<file path="config.mk">
export PLATFORM = sky130hd
export DESIGN_NAME = tpr_front_flat
export DESIGN_NICKNAME = d
export VERILOG_FILES = /design/src/hdl/tpr_pkg.sv /design/src/hdl/tpr_if.sv /design/src/hdl/tpr_front.sv /design/src/flat_wrapper.sv
export SDC_FILE = /design/constraint.sdc
export NUM_CORES = 1
export LEC_CHECK = 0
export BUFFER_PORTS_ARGS = -buffer_cell sky130_fd_sc_hd__buf_2
export CAP_MARGIN = 30
export CORE_ASPECT_RATIO = 1.4
export CORE_UTILIZATION = 36
export CTS_BUF_LIST = sky130_fd_sc_hd__clkbuf_4
export DETAILED_ROUTE_END_ITERATION = 16
export PLACE_DENSITY_LB_ADDON = 0.2
export SETUP_SLACK_MARGIN = 0.2
export SYNTH_ARGS = -nofsm -noshare
export SYNTH_HDL_FRONTEND = slang
export SYNTH_SLANG_ARGS = --single-unit
</file>
<file path="constraint.sdc">
create_clock -name clk -period 3.6 [get_ports clk]
set_input_delay 1.08 -clock clk [delete_from_list [all_inputs] [get_ports clk]]
set_output_delay 1.08 -clock clk [all_outputs]
set_load 0.02 [all_outputs]
</file>
<file path="src/hdl/tpr_pkg.sv">
// ----------------------------------------------------------------------------
// tpr_pkg
// Shared types and constants of the tabulated density rejection sampler.
// ----------------------------------------------------------------------------
package tpr_pkg;

  localparam int unsigned ABS_W  = 16;
  localparam int unsigned DENS_W = 15;
  localparam int unsigned UNI_W  = 16;
  localparam int unsigned LOAD_W = 9;

  typedef enum logic [1:0] {
    KIND_CLEAR   = 2'd0,
    KIND_APPEND  = 2'd1,
    KIND_ATTEMPT = 2'd2,
    KIND_UNUSED  = 2'd3
  } kind_t;

  typedef enum logic [1:0] {
    STATUS_OK    = 2'd0,
    STATUS_SHORT = 2'd1,
    STATUS_FULL  = 2'd2
  } status_t;

  // Classified command passed from the front to the back
  typedef struct packed {
    logic [1:0]        kind;
    logic [ABS_W-1:0]  abscissa;
    logic [DENS_W-1:0] density;
    logic [UNI_W-1:0]  u1;
    logic [UNI_W-1:0]  u2;
  } cmd_t;

  // Queue handshake toward the back
  typedef struct packed {
    logic valid;
    cmd_t cmd;
  } cmd_q_t;

endpackage

</file>
<file path="src/hdl/tpr_if.sv">
// ----------------------------------------------------------------------------
// tpr_if
// Valid/ready channels for command items and result items.
// ----------------------------------------------------------------------------
interface tpr_in_if;
  logic        valid;
  logic        ready;
  logic [1:0]  kind;
  logic [15:0] point_abscissa;
  logic [15:0] point_density;
  logic [15:0] uniform_one;
  logic [15:0] uniform_two;

  modport source (output valid, kind, point_abscissa, point_density, uniform_one,
                  uniform_two, input ready);
  modport sink (input valid, kind, point_abscissa, point_density, uniform_one,
                uniform_two, output ready);
endinterface


</file>
<file path="src/hdl/tpr_front.sv">
// ----------------------------------------------------------------------------
// tpr_front
// Accepts items, clamps densities and queues classified commands.
// ----------------------------------------------------------------------------
module tpr_front (
  input  logic                 clk,
  input  logic                 rst_n,
  tpr_in_if.sink               in_ch,
  output tpr_pkg::cmd_q_t      cmd_q,
  input  logic                 cmd_pop
);

  localparam int unsigned QD = 4;
  localparam int unsigned PW = $clog2(QD);

  tpr_pkg::cmd_t  q_r [QD];
  logic [PW-1:0]  wr_ptr_r, rd_ptr_r;
  logic [PW:0]    fill_r;
  tpr_pkg::cmd_t  cmd_in;
  logic           push;

  // Classify: clamp negative densities to zero
  always_comb begin
    cmd_in.kind     = in_ch.kind;
    cmd_in.abscissa = in_ch.point_abscissa;
    cmd_in.density  = in_ch.point_density[15] ? '0 : in_ch.point_density[14:0];
    cmd_in.u1       = in_ch.uniform_one;
    cmd_in.u2       = in_ch.uniform_two;
  end

  assign in_ch.ready = (fill_r != (PW+1)'(QD));
  assign push        = in_ch.valid && in_ch.ready;
  assign cmd_q.valid = (fill_r != '0);
  assign cmd_q.cmd   = q_r[rd_ptr_r];

  // Store queued commands
  always_ff @(posedge clk) begin
    if (push) begin
      q_r[wr_ptr_r] <= cmd_in;
    end
  end

  // Advance pointers and fill level
  always_ff @(posedge clk) begin
    if (!rst_n) begin
      wr_ptr_r <= '0;
      rd_ptr_r <= '0;
      fill_r   <= '0;
    end else begin
      if (push) wr_ptr_r <= wr_ptr_r + 1'b1;
      if (cmd_pop) rd_ptr_r <= rd_ptr_r + 1'b1;
      fill_r <= fill_r + (PW+1)'(push) - (PW+1)'(cmd_pop);
    end
  end

  a_fill_max: assert property (@(posedge clk) disable iff (!rst_n)
    fill_r <= (PW+1)'(QD)) else $error("queue overfilled");
  a_pop_nonempty: assert property (@(posedge clk) disable iff (!rst_n)
    cmd_pop |-> cmd_q.valid) else $error("pop from empty queue");
  a_push_count: assert property (@(posedge clk) disable iff (!rst_n)
    (push && !cmd_pop) |=> fill_r == $past(fill_r) + 1'b1)
    else $error("fill level not advanced on push");

endmodule

</file>
<file path="src/flat_wrapper.sv">
// flat-port wrapper written by rule: the top's interface ports become plain ports
module tpr_front_flat 
  (clk, rst_n, cmd_q, cmd_pop, in_ch_valid, in_ch_kind, in_ch_point_abscissa, in_ch_point_density, in_ch_uniform_one, in_ch_uniform_two, in_ch_ready);
  tpr_in_if in_ch_i ();
  input  logic clk;
  input  logic rst_n;
  output tpr_pkg::cmd_q_t cmd_q;
  input  logic cmd_pop;
  input wire logic [$bits(in_ch_i.valid)-1:0] in_ch_valid;
  input wire logic [$bits(in_ch_i.kind)-1:0] in_ch_kind;
  input wire logic [$bits(in_ch_i.point_abscissa)-1:0] in_ch_point_abscissa;
  input wire logic [$bits(in_ch_i.point_density)-1:0] in_ch_point_density;
  input wire logic [$bits(in_ch_i.uniform_one)-1:0] in_ch_uniform_one;
  input wire logic [$bits(in_ch_i.uniform_two)-1:0] in_ch_uniform_two;
  output wire logic [$bits(in_ch_i.ready)-1:0] in_ch_ready;
  assign in_ch_i.valid = in_ch_valid;
  assign in_ch_i.kind = in_ch_kind;
  assign in_ch_i.point_abscissa = in_ch_point_abscissa;
  assign in_ch_i.point_density = in_ch_point_density;
  assign in_ch_i.uniform_one = in_ch_uniform_one;
  assign in_ch_i.uniform_two = in_ch_uniform_two;
  assign in_ch_ready = in_ch_i.ready;
  tpr_front u_core (.clk(clk), .rst_n(rst_n), .in_ch(in_ch_i), .cmd_q(cmd_q), .cmd_pop(cmd_pop));
endmodule
</file>
== After elaboration in Yosys (flattened, before gate mapping) ==
Memory sizes are Yosys's and may differ from the RTL's. A register that Yosys moved wholly into a read port is not among the register bits.
Cells that the tools add are included.

* Word-level logic and storage cells: 16
* Memories kept: 1
* Register bits: 7
* Bits of input ports: 70
* ROM bits: 0
* Memory bits (writable): 260
* Latch bits: 0

{| class="wikitable"
|+ Memories
! name !! depth !! width !! read ports !! clocked after memory_dff !! write ports !! line !! RTL
|-
| u_core.q_r || 4 || 65 || 1 || 1 || 1 || tpr_front.sv:16 || <nowiki>tpr_pkg::cmd_t q_r [QD];</nowiki>
|}

* Shift operators: 0
* Add/sub/neg operators: 4
* Mux-type cells: 5
* Magnitude comparators: 0
* Bitwise operators: 0
* Divide/modulo/power cells: 0
* Reduce and logical (&&, ||, !) cells: 2
* Multiply operators: 0
* Equal/unequal tests: 1

{| class="wikitable"
|+ Operator list
! operator !! count
|-
| two-way mux 15 bit || 1
|-
| adder 2 x 1 -> 2 bit, second input constant || 2
|-
| two-way mux 2 bit || 2
|-
| adder 3 x 1 -> 3 bit || 1
|-
| inequality test 3 bit, second input constant || 1
|-
| nonzero test 3 bit || 1
|-
| subtractor 3 x 1 -> 3 bit || 1
|-
| two-way mux 1 bit || 2
|-
| logical AND 1 bit || 1
|}

== Longest topological paths before layout ==
Gate-level depths: netlist of run 1.

* Depth in word-level cells: 4
* Gate-level depth with buffers: 9

== Worst setup path after synthesis of run 1 ==
No wires, ideal clock.

* Kind: input port to flip-flop
* Start point: in in_ch_valid
* End point: mem u_core.q_r[2][0] (netlist bit) (enable)
* Buffers on the path: 0
* Arrival time: 2.929 ns
* Stages on the path: 2
* Data required time: 3.170 ns
* Setup slack: 0.241 ns
* Path through: a21boi_2 -> and2_1

* Word-level cells in the longest chain between the ends: 3

{| class="wikitable"
|+ Ends and longest elaborated chain
! item !! line !! RTL
|-
| start: declaration || flat_wrapper.sv:9 || <nowiki>input wire logic [$bits(in_ch_i.valid)-1:0] in_ch_valid;</nowiki>
|-
| logical AND 1 bit || tpr_front.sv:32 || <nowiki>assign push = in_ch.valid && in_ch.ready;</nowiki>
|-
| two-way mux 1 bit || tpr_front.sv:38 || <nowiki>if (push) begin</nowiki>
|-
| two-way mux 1 bit (not written as such) || tpr_front.sv:39 || <nowiki>q_r[wr_ptr_r] <= cmd_in;</nowiki>
|-
| end: declaration || tpr_front.sv:16 ||
|}

No other way between the ends.

==> impl_metrics.toml, run 1 <==
[setup_path]
cp.arrival_ns = 2.12
startpoint_type = "register"
required_ns = 2.52
crit_path_end_kind = "output port"
slowest_stage = "mux4_2"
crit_chain = "buf_16, mux4_2, buf_2"
critPathKind = "reg -> out"
crit_fanout = 36
r2r-start = "u_core.fill_r[1]"
max_stage_delay_ns = 0.57

[cells_and_area]
layout_common_cells = "edfxtp_1 (260), buf_2 (136), clkbuf_4 (89)"
final_nets = 672
multi_input_area_um2 = 1820
final_common_cell = "edfxtp_1"
stdcell_count = 1007
drive_gt1_frac = 0.487
syn_to_final_growth_pct = 19.3
fill_cells = 2413
seq_area_um2 = 8000

[placed_design]
gp_congestion = 0.671
dp_cells = 894
hpwl_mm = 10.4
io_buffers = 136

[grt]
grt_pass1_wl_mm = 28.9
grt_usage = 0.140
grt_max_degree = 66
first_global_vias = 5212
grt_overflow = 0
antenna_found_initial = 1

[run]
maxCapViolCount = 0

[outcome]
status = "complete, no violations"

[detailed_routing]
ant_nets = 0
route.detailed.drc = 0
dr.pass1.iters = 4
wl_mm = 19.0
vias = 4730
drtIter0Drc = 167
via_per_inst = 4.70
wire_per_inst_um = 18.9

[logic_synthesis]
netlist_instances = 402
ys_ff_latch = 269
synth.distinct_cells = 20
yosysSeqAreaShare = 0.800
syn-num-nets = 479
avgSynthCellArea_um2 = 24.8
yosysWarnings = 0
synth_area_um2 = 9980

[timing]
worstMarginPinSlew_ns = 0.471
maxSlewHeadroom = 0.684
finalHoldViolations = 0
period_share = 0.890
setup_viol = 0
fin_hold_ws_ns = 0.501
rsz0062_at_grt = "false"
fmax_ghz = 0.312
finalSetupTns_ns = 0
min_period_ns = 3.20
fin_skew_ns = 0.0156
report.final.slew_viol_count = 0

[cts]
cts_buffers = 61
cts_num_sinks = 269
cts_tree = "done"
insertion_delay_ns = 0.69
cts_root_buffer = "clkbuf_4"
cts_buffer_depth = 3
h-tree-depth = 2
clk_pin_slew_ns = 0.07

[die]
fp.dieW_um = 143
core_um2 = 27100
fp.dieH_um = 199
initial_utilization = 0.368
ios = 137
dieArea_um2 = 28400
core.rowCount = 71

[power]
power_density_nw_per_um2 = 619
total_power_mw = 7.37
peakVddDrop_uv = 341
p_leak_nw = 4.07

[hold_path]
hold_path.class = "reg -> reg"
hp-start = "u_core.wr_ptr_r[1]"
## final cells by class
class                      instances  share of cell area
antenna                            1            0.000210
clock buffer                      89              0.0561
multi-input combinational        112               0.153
inverter                           5             0.00158
sequential                       269               0.672
clock inverter                    20             0.00662
tap                              365              0.0384
timing repair buffer             146              0.0724
## Yosys cell counts
cell      number  area (µm²)
nor2b_1       16         100
inv_1          5        18.8
and2_1         9        56.3
nor2_1         1        3.75
ha_1           6        75.1
or3_1          1        6.26
buf_12         5         100
mux4_2        65        1460
nand2_1        6        22.5
buf_2          6        30.0
mux2i_1        2        20.0
buf_4          1        7.51
xor2_1         1        8.76
buf_6          1        11.3
fa_1           1        20.0
a21boi_2       1        11.3
edfxtp_1     260        7810
clkbuf_1       3        11.3
xnor2_1        3        26.3
dfxtp_1        9         180
## where the power goes
group	switching (mW)	internal (mW)
registers	0.0876	3.80
clock network	1.12	1.13
logic	0.735	0.491
total	1.94	5.42
## kinds of logic (layout without fill, tap and decap cells)
family	Yosys count	count (layout)	synth area share
compound gates	1	1	0.00113
xor+xnor	4	4	0.00351
fa+ha+maj	7	7	0.00953
buf+inv	21	260	0.0179
flops	269	269	0.800
mux	67	67	0.149
other cells	0	1	0
simple gates	33	33	0.0189
## state kept, by name, indices dropped and copies added (netlist names), named ones only
register / flops
u_core.q_r: 260
u_core.fill_r: 3
u_core.rd_ptr_r: 2
u_core.wr_ptr_r: 2
## critical path: cells and delay by family, from the launching register on
| family | cells | cell delay [ns] |
|---|---|---|
| DFF | 1 | 0.39 |
| buffers and inverters | 2 | 0.47 |
| muxes | 1 | 0.57 |
## stage by stage
step / setup WS, ns / utilization / cell area (µm²)
after floorplan: 0.241 / - / 9980
after global placement: 0.759 / 0.410 / 11100
after detailed placement: 0.743 / 0.410 / 11100
after CTS: 0.258 / 0.439 / 11900
after global routing: 0.206 / 0.439 / 11900
final: 0.396 / 0.439 / 11900
## routing by layer
metal  wire (µm)  track usage  vias up  part of all wire
met5           0            0        -                 0
met4         495       0.0621        0             0.026
met3        1060       0.0378       36             0.056
met2       10200        0.253      139              0.54
met1        7230        0.152     2445              0.38
li1            -            -     2110                 -
## worst paths after layout
check | to | slack (ns) | cells past startpoint
setup / recovery | cmd_q[41] | 0.40 | 3
hold / removal | u_core.wr_ptr_r[1] | 0.50 | 2
setup reg to reg | u_core.fill_r[2] | 1.42 | 8
hold reg to reg | u_core.wr_ptr_r[1] | 0.50 | 2
## repair_timing
action | CTS | global route
gates resized for setup | 2 | 0
setup endpoints to repair | 51 | 0
hold buffers | 0 | 0
setup buffers | 3 | 0
Power figures use the tool's default switching activity.
==> run 2, diff against run 1 <==
==> constraint.sdc (replaced) <==
create_clock -name clk -period 3.6 [get_ports clk]
set_input_delay 0.9 -clock clk [delete_from_list [all_inputs] [get_ports clk]]
set_output_delay 0.9 -clock clk [all_outputs]
set_load 0.02 [all_outputs]
==> impl_metrics.toml, run 2 (synthesis results as in run 1) <==
[power]
p_clk_frac = 0.334
power_frac_seq = 0.506
comb_power_share = 0.160
p_int_mw = 5.69
switching_power_mw = 2.00
p_leak_nw = 4.14
switching_share = 0.260
power_density_nw_per_um2 = 638
peakVddDrop_uv = 375

[timing]
period_share = 0.857
report.final.slew_viol_count = 0
maxSlewHeadroom = 0.709
setup_viol = 0
fin_hold_ws_ns = 0.457
finalSetupTns_ns = 0
worstMarginPinSlew_ns = 0.436
fin_skew_ns = 0.0222
finalHoldViolations = 0
rsz0062_at_grt = "false"
min_period_ns = 3.09
fmax_ghz = 0.324

[setup_path]
worstRegToRegCells = 4
crit_fanout = 18
ff2ff_setup_slack_ns = 1.56
r2r-start = "u_core.fill_r[1]"
rr_endpoint = "u_core.q_r[2][62]"
required_ns = 2.70
startpoint_type = "register"
cp.arrival_ns = 2.19
critPathKind = "reg -> out"
crit_path_end_kind = "output port"

[detailed_routing]
dr.pass1.iters = 4
wire_per_inst_um = 18.9
vias = 4761
route.detailed.drc = 0
wl_mm = 19.3
ant_nets = 0
via_per_inst = 4.65
drtIter0Drc = 205

[outcome]
status = "complete, no violations"

[cells_and_area]
multi_input_area_um2 = 1820
final_nets = 682
seq_area_um2 = 8000
final_area_um2 = 12100
syn_to_final_growth_pct = 20.9
largest-register = "u_core.q_r"
largest_registers = "u_core.q_r: 260 flops, u_core.fill_r: 3 flops"
final_common_cell = "edfxtp_1"
fill_cells = 2363
layout_common_cells = "edfxtp_1 (260), buf_2 (136), clkbuf_4 (91)"
largest_register_ffs = 260
drive_gt1_frac = 0.493
fin_util = 0.445

[placed_design]
gp_congestion = 0.685
hpwl_mm = 11.3
io_buffers = 136
dpl_cell_area_um2 = 11100

[die]
fp.dieW_um = 143
fp.dieH_um = 199
core_um2 = 27100
core.rowCount = 71
ios = 137
dieArea_um2 = 28400
initial_utilization = 0.368

[grt]
grt_usage = 0.144
first_global_vias = 5515
grt_max_degree = 42
grt_overflow = 0
grt_pass1_wl_mm = 29.7
antenna_found_initial = 4

[cts]
clk_pin_slew_ns = 0.07
cts_buffers = 66
h-tree-depth = 3
cts_root_buffer = "clkbuf_4"
cts_buffer_depth = 3
cts_num_sinks = 269
insertion_delay_ns = 0.66
cts_tree = "done"

[hold_path]
hp-start = "in_ch_uniform_one[9]"
worstHoldPathCells = 1
hold_end = "u_core.q_r[0][25]"
hold_path.class = "in -> reg"

[run]
maxCapViolCount = 0
==> run 2: cell types whose count changed in the layout (fill, tap and decap cells not counted), moves of 2 or more <==
cell | previous run | this run
buf_4 | 2 | 8
bufinv_16 | 0 | 3
clkinv_1 | 15 | 18
clkinvlp_4 | 0 | 3
clkbuf_4 | 89 | 91
diode_2 | 1 | 3
==> run 2: worst max-delay path by stage <==
stage,startpoint,endpoint,cells after the start
floorplan,in_ch_valid,u_core.q_r[2][0],2
global placement,register,cmd_q[5],3
detailed placement,register,cmd_q[5],3
CTS,register,cmd_q[5],3
global route,register,cmd_q[5],3
finish,register,cmd_q[5],3
==> run 2: worst max-delay path: stages, from the launching register on <==
cell,delay (ns)
dfxtp_4,0.58
buf_4,0.37
mux4_2,0.40
buf_2,0.19
==> run 2: cell type report <==
cell class / instances / share of cell area
Antenna cell: 3 / 0.000622
Sequential cell: 269 / 0.663
Timing Repair Buffer: 151 / 0.0736
Tap cell: 365 / 0.0378
Clock inverter: 27 / 0.0161
Multi-Input combinational cell: 112 / 0.151
Inverter: 5 / 0.00156
Clock buffer: 91 / 0.0566
==> run 2: what timing repair did <==
item | in CTS | in global routing
buffers inserted | 1 | 6
hold buffers | 0 | 0
endpoints found under the setup margin | 1 | 4
resized for setup | 0 | 0
==> run 2: power groups by stage <==
| stage | clock network [mW] | logic, mW | registers (mW) |
|---|---|---|---|
| floorplan | 0 | 0.823 | 3.94 |
| global placement | 0 | 1.22 | 3.96 |
| detailed placement | 0 | 1.24 | 3.98 |
| CTS | 2.68 | 1.25 | 3.91 |
| global route | 2.82 | 1.34 | 3.92 |
| finish | 2.57 | 1.23 | 3.89 |
==> run 2: metrics by stage <==
stage	cells	setup WS (ns)	power, mW
after floorplan	402	0.421	4.76
after global placement	895	0.947	5.17
after detailed placement	895	0.908	5.21
after CTS	1014	0.205	7.83
after global routing	1023	0.363	8.07
final	1023	0.514	7.69
==> run 2: routing by layer <==
layer / vias up / GRT usage / wire, µm
li1: 2145 / - / -
met4: 2 / 0.0757 / 369
met3: 33 / 0.0409 / 942
met5: - / 0 / 13
met2: 131 / 0.255 / 10600
met1: 2450 / 0.156 / 7440
==> run 3, diff against run 2 <==
- BUFFER_PORTS_ARGS: -buffer_cell sky130_fd_sc_hd__buf_2 -> -buffer_cell sky130_fd_sc_hd__buf_4
- CTS_CLUSTER_DIAMETER: not set -> 80
==> impl_metrics.toml, run 3 (synthesis results as in run 1) <==
[outcome]
status = "complete, no violations"

[timing]
worstMarginPinSlew_ns = 0.566
fmax_ghz = 0.314
fin_hold_ws_ns = 0.428
finalSetupTns_ns = 0
maxSlewHeadroom = 0.622
finalHoldViolations = 0
fin_skew_ns = 0.0320
min_period_ns = 3.18
rsz0062_at_grt = "false"
setup_viol = 0
report.final.slew_viol_count = 0
period_share = 0.884

[cells_and_area]
final_common_cell = "edfxtp_1"
largest-register = "u_core.q_r"
final_area_um2 = 12300
largest_registers = "u_core.q_r: 260 flops, u_core.fill_r: 3 flops"
fin_util = 0.455
largest_register_ffs = 260
drive_gt1_frac = 0.496
syn_to_final_growth_pct = 23.6
layout_common_cells = "edfxtp_1 (260), buf_4 (137), clkbuf_4 (98)"
final_nets = 679

[cts]
cts_buffer_depth = 3
cts_num_sinks = 269
cts_tree = "done"
post_cts_resized = 0
clk_pin_slew_ns = 0.07
cts_root_buffer = "clkbuf_4"
insertion_delay_ns = 0.67
cts_setup_buffers = 0
cts_hold_buffers = 0
h-tree-depth = 3
cts_buffers = 71

[power]
power_density_nw_per_um2 = 634
p_leak_nw = 4.24
peakVddDrop_uv = 284

[placed_design]
io_buffers = 136
hpwl_mm = 11.2
gp_congestion = 0.675
dpl_cell_area_um2 = 11400

[setup_path]
crit_path_end_kind = "output port"
crit_fanout = 28
r2r-start = "u_core.fill_r[1]"
rr_endpoint = "u_core.q_r[0][33]"
max_stage_delay_ns = 0.62
slowest_stage = "mux4_2"
required_ns = 2.70
critPathKind = "reg -> out"
crit_chain = "buf_4, mux4_2, buf_4"
cp.arrival_ns = 2.28
startpoint_type = "register"
ff2ff_setup_slack_ns = 1.56
worstRegToRegCells = 4
critPathMostFrequentCell = "buf_4"

[hold_path]
worstHoldPathCells = 1
hold_end = "u_core.q_r[0][21]"
hold_path.class = "in -> reg"
hp-start = "in_ch_uniform_one[5]"

[grt]
antenna_found_initial = 2
grt_usage = 0.143
grt_overflow = 0
first_global_vias = 5379
grt_max_degree = 41
grt_pass1_wl_mm = 29.3

[detailed_routing]
wire_per_inst_um = 18.9
dr.pass1.iters = 4
vias = 4733
via_per_inst = 4.64
ant_nets = 0
wl_mm = 19.3
route.detailed.drc = 0
drtIter0Drc = 220

[die]
fp.dieW_um = 143
core.rowCount = 71
ios = 137
core_um2 = 27100
initial_utilization = 0.368
dieArea_um2 = 28400
fp.dieH_um = 199

[run]
maxCapViolCount = 0
==> run 3: changes by cell type in the layout (fill, tap and decap cells not counted), sizes merged <==
cell / delta
buf: -8
bufinv: -1
clkbuf: +7
clkinv: -1
clkinvlp: -2
diode: -2
inv: +3
==> run 3: worst max-delay path: cells and delay by family (launching register included) <==
family                 cells  cell delay (ns)
buffers and inverters      2             0.65
flip-flops                 1             0.35
multiplexers               1             0.62
==> run 3: final cells by class <==
cell class	count	area (µm²)
antenna	1	2.50
clock buffer	98	736
clock inverter	26	159
fill	2351	14800
inverter	5	18.8
multi-input combinational	112	1820
sequential	269	8000
tap	365	457
timing repair buffer	143	1150
==> run 3: metal layers <==
| layer | up-vias | part of all wire | GRT usage | routed length [µm] |
|---|---|---|---|---|
| li1 | 2125 | - | - | - |
| met1 | 2433 | 0.38 | 0.153 | 7320 |
| met2 | 138 | 0.54 | 0.256 | 10500 |
| met3 | 35 | 0.056 | 0.0429 | 1070 |
| met4 | 2 | 0.021 | 0.0677 | 413 |
| met5 | - | 0.00057 | 0 | 11 |
==> run 3: worst max path at each step <==
stage,slack [ns],cells past startpoint,end,start
floorplan,0.42,2,u_core.q_r[2][0],in_ch_valid
global placement,1.03,3,cmd_q[5],register
detailed placement,1.02,4,u_core.q_r[0][34],in_ch_valid
CTS,0.29,3,cmd_q[5],register
global route,0.22,3,cmd_q[51],register
finish,0.42,3,cmd_q[51],register
==> run 3: stage by stage <==
stage                     power [mW]  cells  worst slack [ns]
final                           7.82   1019             0.417
after global routing            8.20   1019             0.221
after CTS                       7.98   1018             0.292
after detailed placement        5.35    894              1.02
after global placement          5.30    894              1.03
after floorplan                 4.76    402             0.421
==> run 3: power by group <==
part / internal, mW / switching [mW]
clock network: 1.41 / 1.18
logic: 0.603 / 0.736
registers: 3.80 / 0.0923
total: 5.81 / 2.01
